[src/hw/rtl/bpdc_pkg.sv]
// Shared constants, codes and types of the button press duration classifier.
`default_nettype none
package bpdc_pkg;

  localparam int unsigned TsW     = 32;
  localparam int unsigned DurW    = 16;
  localparam int unsigned InhW    = 22;
  localparam int unsigned CodeW   = 2;
  localparam int unsigned ApbDw   = 32;
  localparam int unsigned ApbAw   = 5;

  // Reset values of the configuration registers
  localparam logic            EnabledRst   = 1'b0;
  localparam logic [DurW-1:0] ShortMinRst  = 16'd50;
  localparam logic [DurW-1:0] LongRst      = 16'd3000;
  localparam logic [DurW-1:0] VeryLongRst  = 16'd10000;
  localparam logic [DurW-1:0] UltraLongRst = 16'd20000;
  localparam logic [InhW-1:0] InhibitRst   = 22'd300000;
  localparam logic [DurW-1:0] LeakTestRst  = 16'd2000;

  typedef enum logic [2:0] {
    REG_ENABLED    = 3'd0,
    REG_SHORT_MIN  = 3'd1,
    REG_LONG       = 3'd2,
    REG_VERY_LONG  = 3'd3,
    REG_ULTRA_LONG = 3'd4,
    REG_INHIBIT    = 3'd5,
    REG_LEAK_TEST  = 3'd6
  } reg_idx_t;

  typedef enum logic [CodeW-1:0] {
    REQ_NONE   = 2'd0,
    REQ_CONFIG = 2'd1,
    REQ_FULL   = 2'd2
  } req_code_t;

  typedef enum logic [CodeW-1:0] {
    BEEP_NONE   = 2'd0,
    BEEP_SHORT  = 2'd1,
    BEEP_HOLD   = 2'd2,
    BEEP_DOUBLE = 2'd3
  } beep_code_t;

endpackage
`default_nettype wire

[src/hw/rtl/button_press_duration_classifier_unit.sv]
// Top level of the button press duration classifier: input stage, update logic, result stage.
`default_nettype none
// An accepted request passes the input register, then the result register, to its result.
// Throughput: one request per cycle unless a stalled result holds the pipeline; the update is
//   one pass of compare/add logic between the input register and the result/state registers.
// Reset (rst_n low, synchronous): both stages empty, all tracking state cleared,
//   configuration registers back to their defaults (block disabled).
module button_press_duration_classifier_unit (
  input  wire                             clk,
  input  wire                             rst_n,
  // request channel
  input  wire                             in_valid,
  output logic                            in_stall,
  input  wire  [bpdc_pkg::TsW-1:0]        in_now_ms,
  input  wire                             in_pressed,
  input  wire                             in_ext_reset_request,
  input  wire                             in_ext_reset_full,
  // result channel
  output logic                            out_valid,
  input  wire                             out_stall,
  output logic                            out_test_leak,
  output logic                            out_inhibit_sleep,
  output logic                            out_hold_active,
  output logic [bpdc_pkg::CodeW-1:0]      out_reset_request,
  output logic [bpdc_pkg::CodeW-1:0]      out_beep,
  // configuration port
  input  wire                             psel,
  input  wire                             penable,
  input  wire                             pwrite,
  input  wire  [bpdc_pkg::ApbAw-1:0]      paddr,
  input  wire  [bpdc_pkg::ApbDw-1:0]      pwdata,
  output logic [bpdc_pkg::ApbDw-1:0]      prdata,
  output logic                            pready
);
  import bpdc_pkg::*;

  // ---------------------------------------------------------------------------
  // Configuration registers
  // ---------------------------------------------------------------------------
  logic            enabled_r;
  logic [DurW-1:0] short_min_r;
  logic [DurW-1:0] long_r;
  logic [DurW-1:0] very_long_r;
  logic [DurW-1:0] ultra_long_r;
  logic [InhW-1:0] inhibit_len_r;
  logic [DurW-1:0] leak_len_r;

  reg_idx_t reg_idx;
  logic     cfg_wr;

  assign pready  = 1'b1;
  assign reg_idx = reg_idx_t'(paddr[ApbAw-1:2]);
  assign cfg_wr  = psel && penable && pwrite;

  always_ff @(posedge clk) begin
    if (!rst_n) begin
      enabled_r     <= EnabledRst;
      short_min_r   <= ShortMinRst;
      long_r        <= LongRst;
      very_long_r   <= VeryLongRst;
      ultra_long_r  <= UltraLongRst;
      inhibit_len_r <= InhibitRst;
      leak_len_r    <= LeakTestRst;
    end else if (cfg_wr) begin
      case (reg_idx)
        REG_ENABLED:    enabled_r     <= pwdata[0];
        REG_SHORT_MIN:  short_min_r   <= pwdata[DurW-1:0];
        REG_LONG:       long_r        <= pwdata[DurW-1:0];
        REG_VERY_LONG:  very_long_r   <= pwdata[DurW-1:0];
        REG_ULTRA_LONG: ultra_long_r  <= pwdata[DurW-1:0];
        REG_INHIBIT:    inhibit_len_r <= pwdata[InhW-1:0];
        REG_LEAK_TEST:  leak_len_r    <= pwdata[DurW-1:0];
        default: ;  // unmapped address: write dropped
      endcase
    end
  end

  always_comb begin
    case (reg_idx)
      REG_ENABLED:    prdata = {{(ApbDw-1){1'b0}}, enabled_r};
      REG_SHORT_MIN:  prdata = {{(ApbDw-DurW){1'b0}}, short_min_r};
      REG_LONG:       prdata = {{(ApbDw-DurW){1'b0}}, long_r};
      REG_VERY_LONG:  prdata = {{(ApbDw-DurW){1'b0}}, very_long_r};
      REG_ULTRA_LONG: prdata = {{(ApbDw-DurW){1'b0}}, ultra_long_r};
      REG_INHIBIT:    prdata = {{(ApbDw-InhW){1'b0}}, inhibit_len_r};
      REG_LEAK_TEST:  prdata = {{(ApbDw-DurW){1'b0}}, leak_len_r};
      default:        prdata = '0;
    endcase
  end

  // ---------------------------------------------------------------------------
  // Handshake: input stage feeds result stage; both move when the result
  // register is empty or being taken.
  // ---------------------------------------------------------------------------
  logic           s1_valid_r;
  logic [TsW-1:0] s1_now_r;
  logic           s1_pressed_r;
  logic           s1_ext_req_r;
  logic           s1_ext_full_r;
  logic           out_valid_r;
  logic           advance;
  logic           in_take;
  logic           step;

  assign advance  = !out_valid_r || !out_stall;
  assign in_stall = s1_valid_r && !advance;
  assign in_take  = in_valid && !in_stall;
  assign step     = s1_valid_r && advance;   // request leaves input stage this edge

  always_ff @(posedge clk) begin
    if (!rst_n) begin
      s1_valid_r <= 1'b0;
    end else if (advance || !s1_valid_r) begin
      s1_valid_r <= in_valid;
    end
  end

  always_ff @(posedge clk) begin
    if (in_take) begin
      s1_now_r      <= in_now_ms;
      s1_pressed_r  <= in_pressed;
      s1_ext_req_r  <= in_ext_reset_request;
      s1_ext_full_r <= in_ext_reset_full;
    end
  end

  // ---------------------------------------------------------------------------
  // Tracking state
  // ---------------------------------------------------------------------------
  logic           prev_pressed_r;
  logic [TsW-1:0] press_start_r;
  logic [TsW-1:0] inhibit_until_r;
  logic [TsW-1:0] leak_until_r;
  logic           test_leak_r;
  logic           inhibit_r;
  logic           hold_r;

  logic           prev_pressed_nxt;
  logic [TsW-1:0] press_start_nxt;
  logic [TsW-1:0] inhibit_until_nxt;
  logic [TsW-1:0] leak_until_nxt;
  logic           test_leak_nxt;
  logic           inhibit_nxt;
  logic           hold_nxt;
  req_code_t      req_nxt;
  beep_code_t     beep_nxt;

  logic [TsW-1:0] dur;
  logic           press_edge;
  logic           held;
  logic           release_edge;
  logic           ge_long;
  logic           ge_very_long;
  logic           ge_ultra_long;
  logic           ge_short;
  logic           rst_req;
  logic           rst_full;

  // One subtract gives the press duration; thresholds compare in parallel.
  assign dur           = s1_now_r - press_start_r;
  assign press_edge    = s1_pressed_r && !prev_pressed_r;
  assign held          = s1_pressed_r && prev_pressed_r;
  assign release_edge  = !s1_pressed_r && prev_pressed_r;
  assign ge_long       = dur >= {{(TsW-DurW){1'b0}}, long_r};
  assign ge_very_long  = dur >= {{(TsW-DurW){1'b0}}, very_long_r};
  assign ge_ultra_long = dur >= {{(TsW-DurW){1'b0}}, ultra_long_r};
  assign ge_short      = dur >= {{(TsW-DurW){1'b0}}, short_min_r};

  always_comb begin
    prev_pressed_nxt  = prev_pressed_r;
    press_start_nxt   = press_start_r;
    inhibit_until_nxt = inhibit_until_r;
    leak_until_nxt    = leak_until_r;
    test_leak_nxt     = test_leak_r;
    inhibit_nxt       = inhibit_r;
    hold_nxt          = hold_r;
    req_nxt           = REQ_NONE;
    beep_nxt          = BEEP_NONE;
    rst_req           = s1_ext_req_r;
    rst_full          = s1_ext_full_r;

    if (enabled_r) begin
      if (press_edge) begin
        press_start_nxt = s1_now_r;
        hold_nxt        = 1'b1;
      end
      // long hold opens the sleep-inhibit window once
      if (held && ge_long && !inhibit_r) begin
        inhibit_until_nxt = s1_now_r + {{(TsW-InhW){1'b0}}, inhibit_len_r};
        inhibit_nxt       = 1'b1;
        beep_nxt          = BEEP_HOLD;
      end
      // release: ultra-long wins, then very-long, long, short
      if (release_edge) begin
        hold_nxt = 1'b0;
        if (ge_ultra_long) begin
          rst_req  = 1'b1;
          rst_full = 1'b1;
          beep_nxt = BEEP_DOUBLE;
        end else if (ge_very_long) begin
          rst_req  = 1'b1;
          rst_full = 1'b0;
        end else if (ge_long) begin
          // window already opened while held
        end else if (ge_short) begin
          leak_until_nxt = s1_now_r + {{(TsW-DurW){1'b0}}, leak_len_r};
          test_leak_nxt  = 1'b1;
          beep_nxt       = BEEP_SHORT;
        end
      end
      prev_pressed_nxt = s1_pressed_r;

      // window expiry: plain unsigned compare against the updated end times
      if (s1_now_r > leak_until_nxt)    test_leak_nxt = 1'b0;
      if (s1_now_r > inhibit_until_nxt) inhibit_nxt   = 1'b0;

      if (rst_req) req_nxt = rst_full ? REQ_FULL : REQ_CONFIG;
    end
  end

  always_ff @(posedge clk) begin
    if (!rst_n) begin
      prev_pressed_r  <= 1'b0;
      press_start_r   <= '0;
      inhibit_until_r <= '0;
      leak_until_r    <= '0;
      test_leak_r     <= 1'b0;
      inhibit_r       <= 1'b0;
      hold_r          <= 1'b0;
    end else if (step) begin
      prev_pressed_r  <= prev_pressed_nxt;
      press_start_r   <= press_start_nxt;
      inhibit_until_r <= inhibit_until_nxt;
      leak_until_r    <= leak_until_nxt;
      test_leak_r     <= test_leak_nxt;
      inhibit_r       <= inhibit_nxt;
      hold_r          <= hold_nxt;
    end
  end

  // ---------------------------------------------------------------------------
  // Result register
  // ---------------------------------------------------------------------------
  logic             out_test_leak_r;
  logic             out_inhibit_r;
  logic             out_hold_r;
  logic [CodeW-1:0] out_req_r;
  logic [CodeW-1:0] out_beep_r;

  always_ff @(posedge clk) begin
    if (!rst_n) begin
      out_valid_r <= 1'b0;
    end else if (advance) begin
      out_valid_r <= s1_valid_r;
    end
  end

  always_ff @(posedge clk) begin
    if (step) begin
      out_test_leak_r <= test_leak_nxt;
      out_inhibit_r   <= inhibit_nxt;
      out_hold_r      <= hold_nxt;
      out_req_r       <= req_nxt;
      out_beep_r      <= beep_nxt;
    end
  end

  assign out_valid         = out_valid_r;
  assign out_test_leak     = out_test_leak_r;
  assign out_inhibit_sleep = out_inhibit_r;
  assign out_hold_active   = out_hold_r;
  assign out_reset_request = out_req_r;
  assign out_beep          = out_beep_r;

endmodule
`default_nettype wire

[config.mk]
export PLATFORM = sky130hd
export DESIGN_NAME = button_press_duration_classifier_unit
export DESIGN_NICKNAME = d
export VERILOG_FILES = /design/src/hw/rtl/bpdc_pkg.sv /design/src/hw/rtl/button_press_duration_classifier_unit.sv
export SDC_FILE = /design/constraint.sdc
export NUM_CORES = 1
export LEC_CHECK = 0
export CAP_MARGIN = 20
export CORE_MARGIN = 2
export CORE_UTILIZATION = 45
export CTS_CLUSTER_SIZE = 30
export DETAILED_ROUTE_END_ITERATION = 12
export DONT_BUFFER_PORTS = 1
export GPL_TIMING_DRIVEN = 0
export SYNTH_ARGS = -nofsm -noshare
export SYNTH_HDL_FRONTEND = slang
export SYNTH_SLANG_ARGS = --single-unit
[constraint.sdc]
create_clock -name clk -period 7.8 [get_ports clk]
set_input_delay 0.78 -clock clk [delete_from_list [all_inputs] [get_ports clk]]
set_output_delay 0.78 -clock clk [all_outputs]
set_load 0.01 [all_outputs]
==> flow_metrics.env, run 1 <==
export IMPL_coreArea_um2=38470
export IMPL_cap_violations=0
export IMPL_cp_max_fo=10
export IMPL_crit_path_start_kind="flip-flop"
export IMPL_clk_latency_ps=600
export IMPL_syn_to_final_growth_pct=10.42
export IMPL_grt_ovfl_total=0
export IMPL_grt_first_pass_wirelength_um=91240
export IMPL_yosysTopAreaCell="dfxtp_1"
export IMPL_critPathCaptureType="flip-flop"
export IMPL_finalSetupTns_ps=0
export IMPL_timing_hold_violations_final=0
export IMPL_r2r_start="s1_now_r[0]$_DFFE_PP_"
export IMPL_max_freq_ghz=0.1325
export IMPL_hpwl_um=47340
export IMPL_p_leak_nw=7.535
export IMPL_cts_hold_buf=0
export IMPL_nets=2484
export IMPL_critPathArrivalTime_ps=7990
export IMPL_totalPowerFinal_mw=3.272
export IMPL_synth_seq_cells=247
export IMPL_yosysWarnings=0
export IMPL_start_util_pct=45.37
export IMPL_htreeDepth=1
export IMPL_layout_min_cycle_time_ps=7549
export IMPL_synth_area_top_cells="dfxtp_1, ha_1, nand2_1, a21oi_1, edfxtp_1"
export IMPL_syn_instance_count=2159
export IMPL_ant_nets=0
export IMPL_finalCritPeriodShare_pct=96.78
export IMPL_drv_slew=0
export IMPL_place_congestion=0.9641
export IMPL_num_rows=72
export IMPL_chipHeight_um=200.9
export IMPL_wirelength_um=59910
export IMPL_reg2reg_slack_ps=250
export IMPL_drive_above_1_share_pct=4.803
export IMPL_min_to="s1_now_r[7]$_DFFE_PP_"
export IMPL_cts_root_buf="clkbuf_16"
export IMPL_status="completed"
export IMPL_hold_path_class="input port to flip-flop"
export IMPL_num_io_pins=121
export IMPL_worstHoldStart="in_now_ms[7]"
export IMPL_reg2reg_depth=30
export IMPL_grt_max_degree=34
export IMPL_numCtsBuffers=30
export IMPL_drt_first_pass_iters=5
export IMPL_ys_seq_area_share_pct=30.74
export IMPL_antenna_found_initial=0
export IMPL_clock_skew_ps=25.66
export IMPL_synth_edf_count=42
export IMPL_io_buffers=0
export IMPL_netSwitchingPower_uw=952.1
export IMPL_cts_tree="built"
export IMPL_antennaDiodeCount=0
export IMPL_hold_path_depth=0
export IMPL_clockPowerShare_pct=43.4
export IMPL_cpPeakStageDelay_ps=540
export IMPL_drt_iter0_drc=1663
export IMPL_cts_sink_count=247
export IMPL_worstMarginPinSlew_ps=843.0
export IMPL_critical_path_n_buffers_inverters=3
export IMPL_rsz0062_at_grt="false"
export IMPL_synth_top_cell_area_share_pct=23.51
export IMPL_grt_total_usage_pct=29.13
export IMPL_intPower_mw=2.320
export IMPL_critPathRequiredTime_ps=8240
export IMPL_seqPwrFrac_pct=41.6
export IMPL_powerDensity_nw_per_um2=169.8
export IMPL_placed_cell_area_um2=18160
export IMPL_dieArea_um2=40370
export IMPL_cp_slowest_cell="edfxtp_1"
export IMPL_synth_async_reset_ratio_pct=0
export IMPL_die_width_um=200.9
export IMPL_netSwitchingFraction_pct=29.10
export IMPL_cp_common_cell="a21o_1"
export IMPL_finalSetupViolCount=0
export IMPL_fillCellCount=3810
export IMPL_routedWlPerCell_um=21.82
export IMPL_drc_errors=0
export IMPL_vdd_drop_max_v=0.0001766
export IMPL_cp_depth=30
export IMPL_p_comb_share_pct=15.0
export IMPL_netlist_area_um2=17450
export IMPL_synth_main_ff_cell="dfxtp_1"
export IMPL_vias=16271
export IMPL_viasPerCell=5.925
export IMPL_slew_headroom_pct=43.80
export IMPL_syn_area_per_cell_um2=8.084
export IMPL_multi_input_comb_area_um2=11280
export IMPL_clock_path_buffers=3
export IMPL_grt_pass1_vias=15412
export IMPL_path_class="flip-flop to flip-flop"
export IMPL_ys_types=80
export IMPL_r2r_end="out_inhibit_sleep$_DFFE_PP_"
export IMPL_seq_area_um2=5365
export IMPL_critPathTopFamily="compound AO/OA/AOI/OAI gates"
export IMPL_clkTransAtPathRegs_ps=70
export IMPL_design_area_um2=19270
final cells by class:
type | instances | share of cell area, %
flip-flops and latches | 247 | 27.84
inverters | 112 | 2.181
plain buffers | 110 | 2.629
multi-input cells | 1699 | 58.55
clock buffers | 45 | 4.603
repair buffers | 5 | 0.2597
clock inverters | 10 | 0.5778
well taps | 518 | 3.363
per-stage QoR:
| stage | instances | hold slack (ps) | utilization, % | setup WS [ps] |
|---|---|---|---|---|
| 6_report | 2746 | 272.8 | 50.10 | 251.3 |
| 2_1_floorplan | 2168 | 431.3 | - | 1945 |
| 5_1_grt | 2746 | 263.4 | 50.10 | 51.27 |
| 3_5_place_dp | 2687 | 446.7 | 47.22 | -34.87 |
| 3_3_place_gp | 2686 | 438.2 | 47.14 | -94.11 |
| 4_1_cts | 2742 | 260.7 | 49.83 | 47.62 |
worst max-delay path by stage:
stage                                 startpoint                     endpoint  slack [ps]
after floorplan            s1_now_r[1]$_DFFE_PP_     test_leak_r$_SDFFE_PN0P_        1950
after global placement     s1_now_r[0]$_DFFE_PP_  out_inhibit_sleep$_DFFE_PP_         -90
after detailed placement   s1_now_r[0]$_DFFE_PP_  out_inhibit_sleep$_DFFE_PP_         -30
after CTS                 s1_now_r[12]$_DFFE_PP_  out_inhibit_sleep$_DFFE_PP_          50
after global routing       s1_now_r[0]$_DFFE_PP_  out_inhibit_sleep$_DFFE_PP_          50
final                      s1_now_r[0]$_DFFE_PP_  out_inhibit_sleep$_DFFE_PP_         250
kinds of logic (layout without fill, tap and decap cells):
family	count (synthesis)	after routing	share of synthesized area, %
flops	247	247	30.74
fa+ha+maj	200	200	14.47
buf+inv	222	282	5.312
xor+xnor	76	76	3.814
other cells	2	11	0.04303
mux	110	110	6.323
simple gates	718	718	18.68
compound gates	584	584	20.63
timing repair:
action	in CTS	in global routing
setup endpoints to repair	2	4
hold endpoints to repair	0	0
pin swaps	0	1
buffers inserted	0	3
resized for setup	1	13
gates cloned	0	0
cells in the final DEF (no fill, tap or decap), types with 5 or more instances in the layout:
cell type | Yosys | routed
inv_1 | 112 | 112
o21ai_0 | 94 | 93
nor2b_1 | 20 | 19
conb_1 | 2 | 11
clkbuf_8 | 0 | 8
buf_2 | 5 | 5
nor3_1 | 48 | 48
or3_1 | 7 | 7
nor2_1 | 75 | 75
a21oi_1 | 267 | 266
and4_1 | 6 | 6
a211oi_1 | 10 | 8
o211ai_1 | 27 | 27
a21o_1 | 65 | 65
a22oi_1 | 5 | 5
mux2i_1 | 108 | 108
and3_1 | 16 | 16
nor3b_1 | 5 | 5
o2111ai_1 | 5 | 5
o21bai_1 | 9 | 9
xnor2_2 | 0 | 5
clkbuf_16 | 0 | 30
edfxtp_1 | 42 | 42
dfxtp_1 | 205 | 205
o21a_1 | 26 | 26
a221oi_1 | 16 | 16
ha_1 | 197 | 196
nand2_1 | 394 | 394
xor2_1 | 19 | 18
nor4_1 | 6 | 6
nand4_1 | 27 | 27
nand3_1 | 71 | 71
buf_4 | 17 | 20
clkbuf_1 | 81 | 88
nand2b_1 | 21 | 21
xnor2_1 | 57 | 51
per-layer routing:
metal | up-vias | share of wire, % | routed length (um) | global-route usage (%)
li1 | 7790 | - | - | -
met1 | 7723 | 45 | 26950 | 41.06
met2 | 645 | 43 | 26040 | 45.65
met3 | 113 | 7.9 | 4757 | 3.734
met4 | 0 | 3.6 | 2162 | 10.50
met5 | - | 0 | 0 | 0
state kept, by name, summed over array words and instances (netlist names), 2 cells and up:
signal and flops:
leak_until_r 32, out_reset_request 2, out_beep 2, press_start_r 32, inhibit_len_r 22, long_r 16, ultra_long_r 16, leak_len_r 16
short_min_r 16, s1_now_r 32, very_long_r 16, inhibit_until_r 32
power by group through the flow:
| stage | sequential (mW) | clock [mW] | combinational, mW |
|---|---|---|---|
| final | 1.36 | 1.42 | 0.492 |
| after global routing | 1.36 | 1.49 | 0.545 |
| after floorplan | 1.36 | 0 | 0.347 |
| after global placement | 1.39 | 0 | 0.460 |
| after detailed placement | 1.39 | 0 | 0.471 |
| after CTS | 1.36 | 1.44 | 0.475 |
Yosys cell counts, types with 4 or more instances:
| cell | n |
|---|---|
| nand2_1 | 394 |
| a21oi_1 | 267 |
| dfxtp_1 | 205 |
| ha_1 | 197 |
| inv_1 | 112 |
| mux2i_1 | 108 |
| o21ai_0 | 94 |
| clkbuf_1 | 81 |
| nor2_1 | 75 |
| nand3_1 | 71 |
| a21o_1 | 65 |
| xnor2_1 | 57 |
| nor3_1 | 48 |
| edfxtp_1 | 42 |
| nand4_1 | 27 |
| o211ai_1 | 27 |
| o21a_1 | 26 |
| nand2b_1 | 21 |
| nor2b_1 | 20 |
| xor2_1 | 19 |
| buf_4 | 17 |
| a221oi_1 | 16 |
| and3_1 | 16 |
| a211oi_1 | 10 |
| o21bai_1 | 9 |
| or3_1 | 7 |
| and4_1 | 6 |
| nor4_1 | 6 |
| a22oi_1 | 5 |
| buf_2 | 5 |
| nor3b_1 | 5 |
| o2111ai_1 | 5 |
| a211o_1 | 4 |
| and2_1 | 4 |
| o311ai_0 | 4 |
| o31ai_1 | 4 |
(Power assumes the default switching activity.)
==> inputs of run 2 (changes only) <==
--- a/config.mk
+++ b/config.mk
@@ -7,11 +7,12 @@
 export LEC_CHECK = 0
 export CAP_MARGIN = 20
 export CORE_MARGIN = 2
-export CORE_UTILIZATION = 45
+export CORE_UTILIZATION = 65
 export CTS_CLUSTER_SIZE = 30
 export DETAILED_ROUTE_END_ITERATION = 12
 export DONT_BUFFER_PORTS = 1
 export GPL_TIMING_DRIVEN = 0
+export PLACE_DENSITY = 0.81
 export SYNTH_ARGS = -nofsm -noshare
 export SYNTH_HDL_FRONTEND = slang
 export SYNTH_SLANG_ARGS = --single-unit
==> run 2 against run 1 <==
Design area fell by 1.7%. Cell count is 6.9% lower. Largest power group is now sequential cells. Wire length decreased by 1.5%. Clock skew increased by 6.4 ps. Largest cell class unchanged. Global-route usage grew 12 points. Combinational power hardly changed.
==> flow_metrics.env, run 2 (same netlist as run 1, synthesis figures left out) <==
export IMPL_finalCritPeriodShare_pct=97.51
export IMPL_cpPeakStageDelay_ps=510
export IMPL_coreArea_um2=26210
export IMPL_fillCellCount=2113
export IMPL_numCtsBuffers=28
export IMPL_drive_above_1_share_pct=4.230
export IMPL_critPathArrivalTime_ps=8020
export IMPL_cap_violations=0
export IMPL_clk_latency_ps=570
export IMPL_hpwl_um=45700
export IMPL_cp_common_cell="a21o_1"
export IMPL_critPathRequiredTime_ps=8220
export IMPL_final_common_cell="nand2_1"
export IMPL_place_congestion=1.035
export IMPL_cts_sink_count=247
export IMPL_clockPowerShare_pct=42.4
export IMPL_critPathCaptureType="flip-flop"
export IMPL_num_io_pins=121
export IMPL_grt_first_pass_wirelength_um=89960
export IMPL_intPower_mw=2.310
export IMPL_routedWlPerCell_um=23.07
export IMPL_grt_total_usage_pct=41.00
export IMPL_cts_root_buf="clkbuf_16"
export IMPL_path_class="flip-flop to flip-flop"
export IMPL_placed_cell_area_um2=17940
export IMPL_syn_to_final_growth_pct=8.560
export IMPL_seqPwrFrac_pct=42.4
export IMPL_finalSetupViolCount=0
export IMPL_worstMarginPinSlew_ps=916.3
export IMPL_powerDensity_nw_per_um2=169.4
export IMPL_viasPerCell=6.625
export IMPL_crit_path_start_kind="flip-flop"
export IMPL_drt_iter0_drc=1688
export IMPL_reg2reg_slack_ps=190
export IMPL_start_util_pct=66.60
export IMPL_nets=2479
export IMPL_grt_ovfl_total=0
export IMPL_hold_path_class="input port to flip-flop"
export IMPL_drv_slew=0
export IMPL_dieArea_um2=28180
export IMPL_vdd_drop_max_v=0.0001803
export IMPL_wirelength_um=59000
export IMPL_clock_path_buffers=3
export IMPL_clkTransAtPathRegs_ps=70
export IMPL_layout_min_cycle_time_ps=7606
export IMPL_grt_max_degree=33
export IMPL_cts_tree="built"
export IMPL_rsz0062_at_grt="false"
export IMPL_die_width_um=167.9
export IMPL_p_leak_nw=7.487
export IMPL_finalSetupTns_ps=0
export IMPL_ant_nets=0
export IMPL_antennaDiodeCount=0
export IMPL_antenna_found_initial=3
export IMPL_timing_hold_violations_final=0
export IMPL_final_cell_mix="nand2_1, a21oi_1, dfxtp_1, ha_1, inv_1"
export IMPL_place_inst=2504
export IMPL_grt_pass1_vias=16179
export IMPL_io_buffers=0
export IMPL_vias=16941
export IMPL_stdcell_count=2557
export IMPL_design_area_um2=18950
export IMPL_status="completed"
export IMPL_slew_headroom_pct=38.58
export IMPL_p_comb_share_pct=15.3
export IMPL_max_freq_ghz=0.1315
export IMPL_cp_max_fo=10
export IMPL_clock_skew_ps=32.03
export IMPL_netSwitchingPower_uw=900.4
export IMPL_cp_slowest_cell="edfxtp_1"
export IMPL_drc_errors=0
export IMPL_num_rows=59
export IMPL_drt_first_pass_iters=8
export IMPL_htreeDepth=1
export IMPL_chipHeight_um=167.9
export IMPL_cts_hold_buf=0
export IMPL_netSwitchingFraction_pct=28.05
-- run 2: cell count changes in the layout (fill, tap and decap cells not counted), sizes merged --
| cell | previous run | this run |
|---|---|---|
| bufinv | 1 | 2 |
| buf | 32 | 30 |
| clkinvlp | 2 | 0 |
| inv | 114 | 112 |
| clkinv | 5 | 4 |
-- run 2: critical path, delay by kind of cell, from the launching register on --
family	cells	cell delay (ps)
fa+ha+maj	4	1220
buf+inv	3	750
xor+xnor	1	260
compound gates	15	3170
simple gates	7	1370
flops	1	510
mux	1	190
-- run 2: worst paths after layout --
path	from	to	cells after the start
worst max-delay path	s1_now_r[0]$_DFFE_PP_	out_inhibit_sleep$_DFFE_PP_	31
worst min-delay path	in_now_ms[6]	s1_now_r[6]$_DFFE_PP_	0
worst max register to register	s1_now_r[0]$_DFFE_PP_	out_inhibit_sleep$_DFFE_PP_	31
worst min register to register	press_start_r[3]$_SDFFE_PN0P_	press_start_r[3]$_SDFFE_PN0P_	2
-- run 2: layout make-up --
| type | instances | area, um^2 | share of cell area [%] |
|---|---|---|---|
| inverters | 112 | 420.4 | 2.219 |
| flip-flops and latches | 247 | 5365 | 28.32 |
| clock buffers | 46 | 859.6 | 4.537 |
| well taps | 335 | 419.2 | 2.212 |
| plain buffers | 110 | 506.7 | 2.675 |
| clock inverters | 6 | 80.08 | 0.4226 |
| repair buffers | 2 | 40.04 | 0.2113 |
| multi-input cells | 1699 | 11260 | 59.41 |
-- run 2: metrics by stage --
stage          total power, mW  hold slack, ps  setup slack (ps)  utilization, %
2_1_floorplan            1.709           431.3              1945               -
3_3_place_gp             1.829           441.2             214.4           68.33
3_5_place_dp             1.848           448.0             154.8           68.45
4_1_cts                  3.182           304.2             72.57           72.04
5_1_grt                  3.303           305.2             46.22           72.30
6_report                 3.210           309.7             194.0           72.30
-- run 2: what timing repair did --
item,4_1_cts,5_1_grt
buffers inserted,0,1
endpoints found under the setup margin,0,4
gates resized for setup,0,9
hold endpoints to repair,0,0
-- run 2: power by group through the flow --
stage	registers [mW]	logic, mW	clock network [mW]
3_5_place_dp	1.38	0.464	0
6_report	1.36	0.490	1.36
3_3_place_gp	1.38	0.445	0
4_1_cts	1.36	0.471	1.35
2_1_floorplan	1.36	0.347	0
5_1_grt	1.36	0.539	1.41
-- run 2: routing by layer --
| layer | up-vias | part of all wire (%) | global-route usage, % |
|---|---|---|---|
| met2 | 930 | 43 | 63.55 |
| met1 | 8014 | 40 | 55.59 |
| met3 | 223 | 12 | 8.486 |
| met5 | - | 0.066 | 0 |
| li1 | 7768 | - | - |
| met4 | 6 | 4.9 | 17.84 |
